[config.mk]
export PLATFORM = sky130hd
export DESIGN_NAME = seven_segment_mux_with_blink
export DESIGN_NICKNAME = d
export VERILOG_FILES = /design/src/ssm_pkg.sv /design/src/seven_segment_mux_with_blink.sv
export SDC_FILE = /design/constraint.sdc
export NUM_CORES = 1
export LEC_CHECK = 0
export ABC_AREA = 1
export BUFFER_PORTS_ARGS = -buffer_cell sky130_fd_sc_hd__buf_2
export CAP_MARGIN = 20
export CORE_MARGIN = 4
export CORE_UTILIZATION = 40
export DETAILED_ROUTE_END_ITERATION = 10
export GPL_TIMING_DRIVEN = 0
export SETUP_SLACK_MARGIN = 0.2
export SYNTH_ARGS = -nofsm -noshare
export SYNTH_HDL_FRONTEND = slang
export SYNTH_SLANG_ARGS = --single-unit
[constraint.sdc]
create_clock -name clock -period 3.6 [get_ports clock]
set_input_delay 0.18 -clock clock [delete_from_list [all_inputs] [get_ports clock]]
set_output_delay 0.18 -clock clock [all_outputs]
set_load 0.05 [all_outputs]
[src/ssm_pkg.sv]
// shared types, constants and character functions for the seven-segment mux
`timescale 1ns / 1ps

package ssm_pkg;

   localparam int unsigned BLINK_LIMIT_DEFAULT = 10;
   localparam int unsigned NUM_DIGITS = 6;
   localparam int unsigned DIGITS_PER_DISPLAY = 3;

   localparam logic [7:0] SPACE_CODE = 8'h20;
   localparam logic [7:0] FONT_FIRST = 8'h30;

   typedef enum logic [1:0] {
      OP_TICK         = 2'd0,
      OP_WRITE_NUMBER = 2'd1,
      OP_WRITE_TEXT   = 2'd2,
      OP_SET_BLINK    = 2'd3
   } op_type;

   typedef logic [7:0] char_type;

   typedef struct packed {
      op_type     op;
      logic       display_sel;
      logic [9:0] number_value;
      char_type   char_first;
      char_type   char_second;
      char_type   char_third;
      logic       blink_on;
   } req_type;

   typedef struct packed {
      logic [6:0] segment_lines;
      logic [5:0] digit_lines;
   } rsp_type;

   typedef struct packed {
      char_type hundreds;
      char_type tens;
      char_type ones;
   } dec_type;

   // low three decimal digits as character codes
   function automatic dec_type to_decimal(logic [9:0] value);
      logic [3:0] h;
      logic [3:0] t;
      logic [3:0] o;
      logic [3:0] hd;
      logic [9:0] rem_wide;
      logic [6:0] rem;
      logic [6:0] rem_ones;
      dec_type    res;
      h = 4'd0;
      rem_wide = value;
      for (int k = 1; k <= 10; k++) begin
         if (value >= 10'(k * 100)) begin
            h = 4'(k);
            rem_wide = value - 10'(k * 100);
         end
      end
      rem = rem_wide[6:0];
      t = 4'd0;
      rem_ones = rem;
      for (int k = 1; k <= 9; k++) begin
         if (rem >= 7'(k * 10)) begin
            t = 4'(k);
            rem_ones = rem - 7'(k * 10);
         end
      end
      o = rem_ones[3:0];
      hd = (h == 4'd10) ? 4'd0 : h;
      res.hundreds = FONT_FIRST + {4'd0, hd};
      res.tens = FONT_FIRST + {4'd0, t};
      res.ones = FONT_FIRST + {4'd0, o};
      return res;
   endfunction

   // segment pattern, a to g in bits 0 to 6; codes outside the font are blank
   function automatic logic [6:0] glyph(char_type code);
      logic [6:0] seg;
      case (code)
         8'h30: seg = 7'h3F;
         8'h31: seg = 7'h06;
         8'h32: seg = 7'h5B;
         8'h33: seg = 7'h4F;
         8'h34: seg = 7'h66;
         8'h35: seg = 7'h6D;
         8'h36: seg = 7'h7D;
         8'h37: seg = 7'h07;
         8'h38: seg = 7'h7F;
         8'h39: seg = 7'h6F;
         8'h3C: seg = 7'h61;
         8'h3D: seg = 7'h48;
         8'h3E: seg = 7'h4C;
         8'h3F: seg = 7'h53;
         8'h41: seg = 7'h77;
         8'h42: seg = 7'h7C;
         8'h43: seg = 7'h58;
         8'h44: seg = 7'h5E;
         8'h45: seg = 7'h79;
         8'h46: seg = 7'h71;
         8'h47: seg = 7'h6F;
         8'h48: seg = 7'h74;
         8'h49: seg = 7'h04;
         8'h4A: seg = 7'h0F;
         8'h4B: seg = 7'h68;
         8'h4C: seg = 7'h38;
         8'h4D: seg = 7'h37;
         8'h4E: seg = 7'h54;
         8'h4F: seg = 7'h5C;
         8'h50: seg = 7'h73;
         8'h51: seg = 7'h67;
         8'h52: seg = 7'h50;
         8'h53: seg = 7'h6D;
         8'h54: seg = 7'h78;
         8'h55: seg = 7'h1C;
         8'h56: seg = 7'h18;
         8'h57: seg = 7'h7E;
         8'h58: seg = 7'h76;
         8'h59: seg = 7'h6E;
         8'h5A: seg = 7'h5B;
         8'h5B: seg = 7'h52;
         8'h5D: seg = 7'h64;
         8'h5E: seg = 7'h01;
         8'h5F: seg = 7'h08;
         default: seg = 7'h00;
      endcase
      return seg;
   endfunction

endpackage

[src/seven_segment_mux_with_blink.sv]
// top level: six-digit multiplexed seven-segment driver with per-display blinking
//
//   channel  ports                              direction  word
//   req      req_valid req_ready req_data       in         ssm_pkg::req_type
//   rsp      rsp_valid rsp_ready rsp_data       out        ssm_pkg::rsp_type, one per tick
//   csr      csr_valid csr_ready csr_data       in         common_anode bit
//
// one word per cycle unless a tick word waits on the rsp side; a word is held in
// the input register and a tick word's result then sits in the output register
// write and blink words produce no result and never wait on the rsp side
// a tick word waits in the input register while the output register is full
// synchronous reset loads spaces into all digits and clears scan, blink and frame state
`timescale 1ns / 1ps

module seven_segment_mux_with_blink #(
   parameter int unsigned BLINK_LIMIT = ssm_pkg::BLINK_LIMIT_DEFAULT
) (
   input  logic             clock,
   input  logic             reset,
   input  logic             req_valid,
   output logic             req_ready,
   input  ssm_pkg::req_type req_data,
   output logic             rsp_valid,
   input  logic             rsp_ready,
   output ssm_pkg::rsp_type rsp_data,
   input  logic             csr_valid,
   output logic             csr_ready,
   input  logic             csr_data
);

   localparam int unsigned FRAME_W = $clog2(BLINK_LIMIT + 1);
   localparam int unsigned NUM_DIGITS = ssm_pkg::NUM_DIGITS;
   localparam logic [2:0] LAST_POS = 3'(NUM_DIGITS - 1);
   localparam logic [2:0] SECOND_BASE = 3'(ssm_pkg::DIGITS_PER_DISPLAY);

   logic                      req_valid_ff, req_valid_in;
   ssm_pkg::req_type          req_ff, req_in;
   logic                      rsp_valid_ff, rsp_valid_in;
   ssm_pkg::rsp_type          rsp_ff, rsp_in;
   logic                      common_anode_ff, common_anode_in;
   ssm_pkg::char_type         char_store_ff [NUM_DIGITS];
   ssm_pkg::char_type         char_store_in [NUM_DIGITS];
   logic [2:0]                scan_ff, scan_in;
   logic [1:0]                blink_en_ff, blink_en_in;
   logic                      phase_ff, phase_in;
   logic [FRAME_W-1:0]        frame_ff, frame_in;

   logic                      rsp_free;
   logic                      stage_go;
   logic [2:0]                base;
   logic [2:0]                pos;
   logic                      which;
   logic                      blank;
   logic [6:0]                seg;
   logic [5:0]                dig;
   ssm_pkg::dec_type          dec;

   assign csr_ready = 1'b1;
   assign rsp_valid = rsp_valid_ff;
   assign rsp_data = rsp_ff;

   always_comb begin
      rsp_free = !rsp_valid_ff || rsp_ready;
      stage_go = req_valid_ff && ((req_ff.op != ssm_pkg::OP_TICK) || rsp_free);
      req_ready = !req_valid_ff || stage_go;

      req_in = req_ff;
      req_valid_in = req_valid_ff;
      if (req_valid && req_ready) begin
         req_in = req_data;
         req_valid_in = 1'b1;
      end else if (stage_go) begin
         req_valid_in = 1'b0;
      end

      common_anode_in = csr_valid ? csr_data : common_anode_ff;

      char_store_in = char_store_ff;
      scan_in = scan_ff;
      blink_en_in = blink_en_ff;
      phase_in = phase_ff;
      frame_in = frame_ff;
      rsp_in = rsp_ff;
      rsp_valid_in = rsp_valid_ff && !rsp_ready;

      base = req_ff.display_sel ? SECOND_BASE : 3'd0;
      dec = ssm_pkg::to_decimal(req_ff.number_value);

      // tick datapath
      pos = (scan_ff > LAST_POS) ? 3'd0 : scan_ff;
      which = (pos >= SECOND_BASE);
      blank = blink_en_ff[which] && phase_ff;
      seg = blank ? 7'd0 : ssm_pkg::glyph(char_store_ff[pos]);
      dig = blank ? 6'd0 : (6'b1 << pos);

      if (stage_go) begin
         unique case (req_ff.op)
            ssm_pkg::OP_WRITE_NUMBER: begin
               char_store_in[base] = dec.hundreds;
               char_store_in[3'(base + 3'd1)] = dec.tens;
               char_store_in[3'(base + 3'd2)] = dec.ones;
            end
            ssm_pkg::OP_WRITE_TEXT: begin
               char_store_in[base] = req_ff.char_first;
               char_store_in[3'(base + 3'd1)] = req_ff.char_second;
               char_store_in[3'(base + 3'd2)] = req_ff.char_third;
            end
            ssm_pkg::OP_SET_BLINK: begin
               blink_en_in[req_ff.display_sel] = req_ff.blink_on;
            end
            ssm_pkg::OP_TICK: begin
               rsp_valid_in = 1'b1;
               if (common_anode_ff) begin
                  rsp_in.segment_lines = ~seg;
                  rsp_in.digit_lines = dig;
               end else begin
                  rsp_in.segment_lines = seg;
                  rsp_in.digit_lines = ~dig;
               end
               // end of frame
               if (pos == LAST_POS) begin
                  scan_in = 3'd0;
                  if (frame_ff == FRAME_W'(BLINK_LIMIT)) begin
                     frame_in = '0;
                     phase_in = !phase_ff;
                  end else begin
                     frame_in = frame_ff + FRAME_W'(1);
                  end
               end else begin
                  scan_in = pos + 3'd1;
               end
            end
            default: begin
            end
         endcase
      end
   end

   always_ff @(posedge clock) begin
      if (reset) begin
         req_valid_ff <= 1'b0;
         rsp_valid_ff <= 1'b0;
         common_anode_ff <= 1'b0;
         for (int i = 0; i < NUM_DIGITS; i++) begin
            char_store_ff[i] <= ssm_pkg::SPACE_CODE;
         end
         scan_ff <= 3'd0;
         blink_en_ff <= 2'd0;
         phase_ff <= 1'b0;
         frame_ff <= '0;
      end else begin
         req_valid_ff <= req_valid_in;
         rsp_valid_ff <= rsp_valid_in;
         common_anode_ff <= common_anode_in;
         char_store_ff <= char_store_in;
         scan_ff <= scan_in;
         blink_en_ff <= blink_en_in;
         phase_ff <= phase_in;
         frame_ff <= frame_in;
      end
   end

   always_ff @(posedge clock) begin
      req_ff <= req_in;
      rsp_ff <= rsp_in;
   end

   // scan never leaves the six digits
   assert property (@(posedge clock) disable iff (reset) scan_ff <= LAST_POS)
      else $error("scan position out of range");

   // frame counter stays within the blink period
   assert property (@(posedge clock) disable iff (reset) frame_ff <= FRAME_W'(BLINK_LIMIT))
      else $error("frame counter out of range");

   // at most one digit enabled in any result
   assert property (@(posedge clock) disable iff (reset)
      rsp_valid_ff |-> ($onehot0(rsp_ff.digit_lines) || $onehot0(~rsp_ff.digit_lines)))
      else $error("more than one digit enabled");

   // blink phase only flips at the end of a blink period
   assert property (@(posedge clock) disable iff (reset)
      (!$past(reset) && (phase_ff != $past(phase_ff)))
         |-> ($past(frame_ff) == FRAME_W'(BLINK_LIMIT) && $past(scan_ff) == LAST_POS))
      else $error("blink phase changed mid period");

endmodule
==> metrics <==
Leak Pwr=slightly above 0.004 µW; R2R setup slack=around 0.073 ns; Sum Neg Setup Slack=0 ns; Hold Path Class=input pin to register; endpoints failing hold=0; Clock Path Buffers=2; WHS Endpoint=req_ff[18]; Hold Path Depth=1; Seq cells post-synth=around 110; initial antenna violation count=0; Yosys warning count=0; Via density=5.19; slowest cell delay on critical path=roughly 0.51 ns; crit-path max FO=8; total congestion overflow=0; final worst path period need=3.53 ns; CTS root buf=clkbuf_16; fin. max-slew vios=0; Post-Place Cells=between 1k and 1.5k; Final #Nets=1218; Remaining DRCs=0; adder-cell area share of the yosys netlist=0.0636; DR pass1 iterations=5; MaxCap Viol Count=0; cell mode on critical path=nand2_1; ys flop type=dfxtp_1; antenna-violating nets left=0; most common cell after layout, fill and taps aside=nand2_1; syn_nets=roughly 1.1k; hold_sp=req_data[18]; FP Rows=between 40 and 50; Setup-failing EPs final=0; unrepaired setup endpoints after global routing=yes; Hold WS=0.0188 ns; Reg2Reg Depth=26; non-filler cells in the finished layout=1371; Die Span Y=~140 µm; Avg WL per Cell=around 16 µm; CTS buffer count=9; gpl congestion=about 0.90; power density over the cells=369 mW/mm²; Final period util=0.980; Die Span X=about 140 µm; distinct cell type count after synthesis=just under 60; main combinational cell family by area after synthesis=simple AND/OR/NAND/NOR gates; Synth Area in Compound Gates=0.204; Syn Inst Count=974; clock transition at the registers of the reported paths=around 0.08 ns; crit start category=register; Iter 0 DRT Violations=slightly below 500; die area=just over 0.02 mm²; Post-Route Utilization=0.525; vias in the first global route=approximately 7k; DPL Wire Length=around 15000 µm; layout cells sized above 1=0.248; IO Count=60; H-tree depth=3; WP data arrival=roughly 3.8 ns; final WL=roughly 22000 µm; Worst slew margin=0.428; Clock Latency Late Sink=between 0.3 and 0.4 ns; number of diodes=0; P&R area growth vs syn=29.5%; final setup skew=between 0.01 and 0.015 ns; worst vdd ir=roughly 300 µV; required time worst endpoint=around 3.8 ns; CTS tree=yes; post-synthesis xor/xnor area fraction=0.0313; most frequent cells in the layout=nand2_1, o21ai_0, inv_1, a21oi_1, nor2_1; PortBufs=between 50 and 60; post-synthesis mux area share=0; Starting Density=0.405; pin count of the biggest net entering global routing=39; Sink Count=112; pre-CTS setup slack=-0.627 ns; reg-to-reg endpoint=char_store_ff[8]; Max Freq=roughly 0.28 GHz; Avg Inst Size Synth=7.48 µm²; vias post-DR=about 7k; origin of the critical flop-to-flop path=req_ff[28]; simple-gate area share of the yosys netlist=0.235; CP max-delay cell=edfxtp_1; sequential-to-total area share from yosys stat=0.378; Filler cells=roughly 1.7k; Critical Path Sink Type=register; WS Path Type=register to register; Tightest Pin Transition=0.852 ns; post-route setup slack=slightly above 0.07 ns; status=finished, final reports clean; Core Area=0.0180 mm²; mapped cell area=roughly 0.0073 mm²; first-pass GRT wire length=35100 µm; Tot GR Track Use=0.214; asr flop ratio synth=0; Post-synth EDFFs=51
sequential cells by signal, summed over array words and instances (netlist names):
register and flops:
blink_en_ff 2, req_ff 38, char_store_ff 48, rsp_data 13
scan_ff 3, common_anode_ff 1, rsp_valid 1, phase_ff 1
frame_ff 4, req_valid_ff 1
repair_timing:
item / CTS / global route
pin swaps: 33 / 27
hold buffers: 37 / 0
endpoints found under the hold margin: 37 / 0
gates resized for setup: 58 / 60
buffers inserted: 46 / 11
endpoints found under the setup margin: 19 / 19
cell usage after synthesis, types with 3 or more instances:
| cell type | n | area [µm²] |
|---|---|---|
| a211oi_1 | 8 | 60.1 |
| a21oi_1 | 79 | 395 |
| a21oi_2 | 5 | 43.8 |
| a31oi_1 | 21 | 131 |
| buf_6 | 4 | 45.0 |
| clkbuf_1 | 22 | 82.6 |
| clkinv_1 | 4 | 15.0 |
| dfxtp_1 | 61 | 1220 |
| edfxtp_1 | 51 | 1530 |
| ha_1 | 37 | 463 |
| inv_1 | 106 | 398 |
| inv_2 | 15 | 56.3 |
| nand2_1 | 202 | 758 |
| nand2_2 | 15 | 93.8 |
| nand2_4 | 3 | 33.8 |
| nand3_1 | 49 | 245 |
| nand4_1 | 13 | 81.3 |
| nor2_1 | 72 | 270 |
| nor2_2 | 9 | 56.3 |
| nor3_1 | 14 | 70.1 |
| o211ai_1 | 4 | 30.0 |
| o21a_1 | 5 | 37.5 |
| o21ai_0 | 98 | 490 |
| o21ai_2 | 3 | 26.3 |
| o21bai_1 | 5 | 37.5 |
| o221ai_1 | 5 | 43.8 |
| xor2_1 | 25 | 219 |
power breakdown:
part	switching (µW)	internal, µW
clock	509	485
combinational	646	420
sequential	30.5	1390
total	1190	2300
kinds of logic (layout without fill, tap and decap cells):
family / Yosys count / in the layout
AOI/OAI and AO/OA: 252 / 252
xor gates and xnor gates: 26 / 26
adders and majority gates: 37 / 37
buffers and inverters: 158 / 326
DFF: 112 / 112
other: 1 / 1
and+or+nand+nor: 388 / 388
how the worst max path moves through the flow:
| stage | end | cells after the start | start | slack [ns] |
|---|---|---|---|---|
| floorplan | char_store_ff[2] | 36 | req_ff[30] | 0.21 |
| global placement | char_store_ff[1] | 32 | req_ff[29] | -0.57 |
| detailed placement | char_store_ff[1] | 32 | req_ff[29] | -0.63 |
| CTS | char_store_ff[32] | 33 | req_ff[27] | 0.11 |
| global route | char_store_ff[26] | 37 | req_ff[27] | -0.21 |
| finish | char_store_ff[8] | 26 | req_ff[28] | 0.07 |
critical path: cells and delay by family, from the launching register on:
family | cells | cell delay [ns]
buf+inv | 6 | 0.66
simple gates | 13 | 1.24
fa+ha+maj | 2 | 0.45
compound gates | 5 | 0.53
flops | 1 | 0.51
metal layers:
| metal | GRT usage | part of all wire | vias up |
|---|---|---|---|
| met5 | 0 | 0 | - |
| met4 | 0.0655 | 0.023 | 0 |
| met3 | 0.0352 | 0.053 | 33 |
| met2 | 0.355 | 0.47 | 208 |
| met1 | 0.287 | 0.45 | 3262 |
| li1 | - | - | 3610 |
area by class of cell:
cell class                      count  area [µm²]  area share
Sequential cell                   112        2750       0.292
Tap cell                          229         287      0.0304
Multi-Input combinational cell    704        4270       0.453
Clock inverter                      7        66.3     0.00703
Timing Repair Buffer              152        1150       0.122
Clock buffer                        9         225      0.0239
Buffer                             33         185      0.0196
Inverter                          125         487      0.0516
metrics by stage:
step / total power (µW) / instance area, µm²
floorplan: 2040 / 7300
global placement: 2240 / 7880
detailed placement: 2250 / 7880
CTS: 3390 / 9150
global route: 3670 / 9430
finish: 3480 / 9430
(Power assumes the default switching activity.)
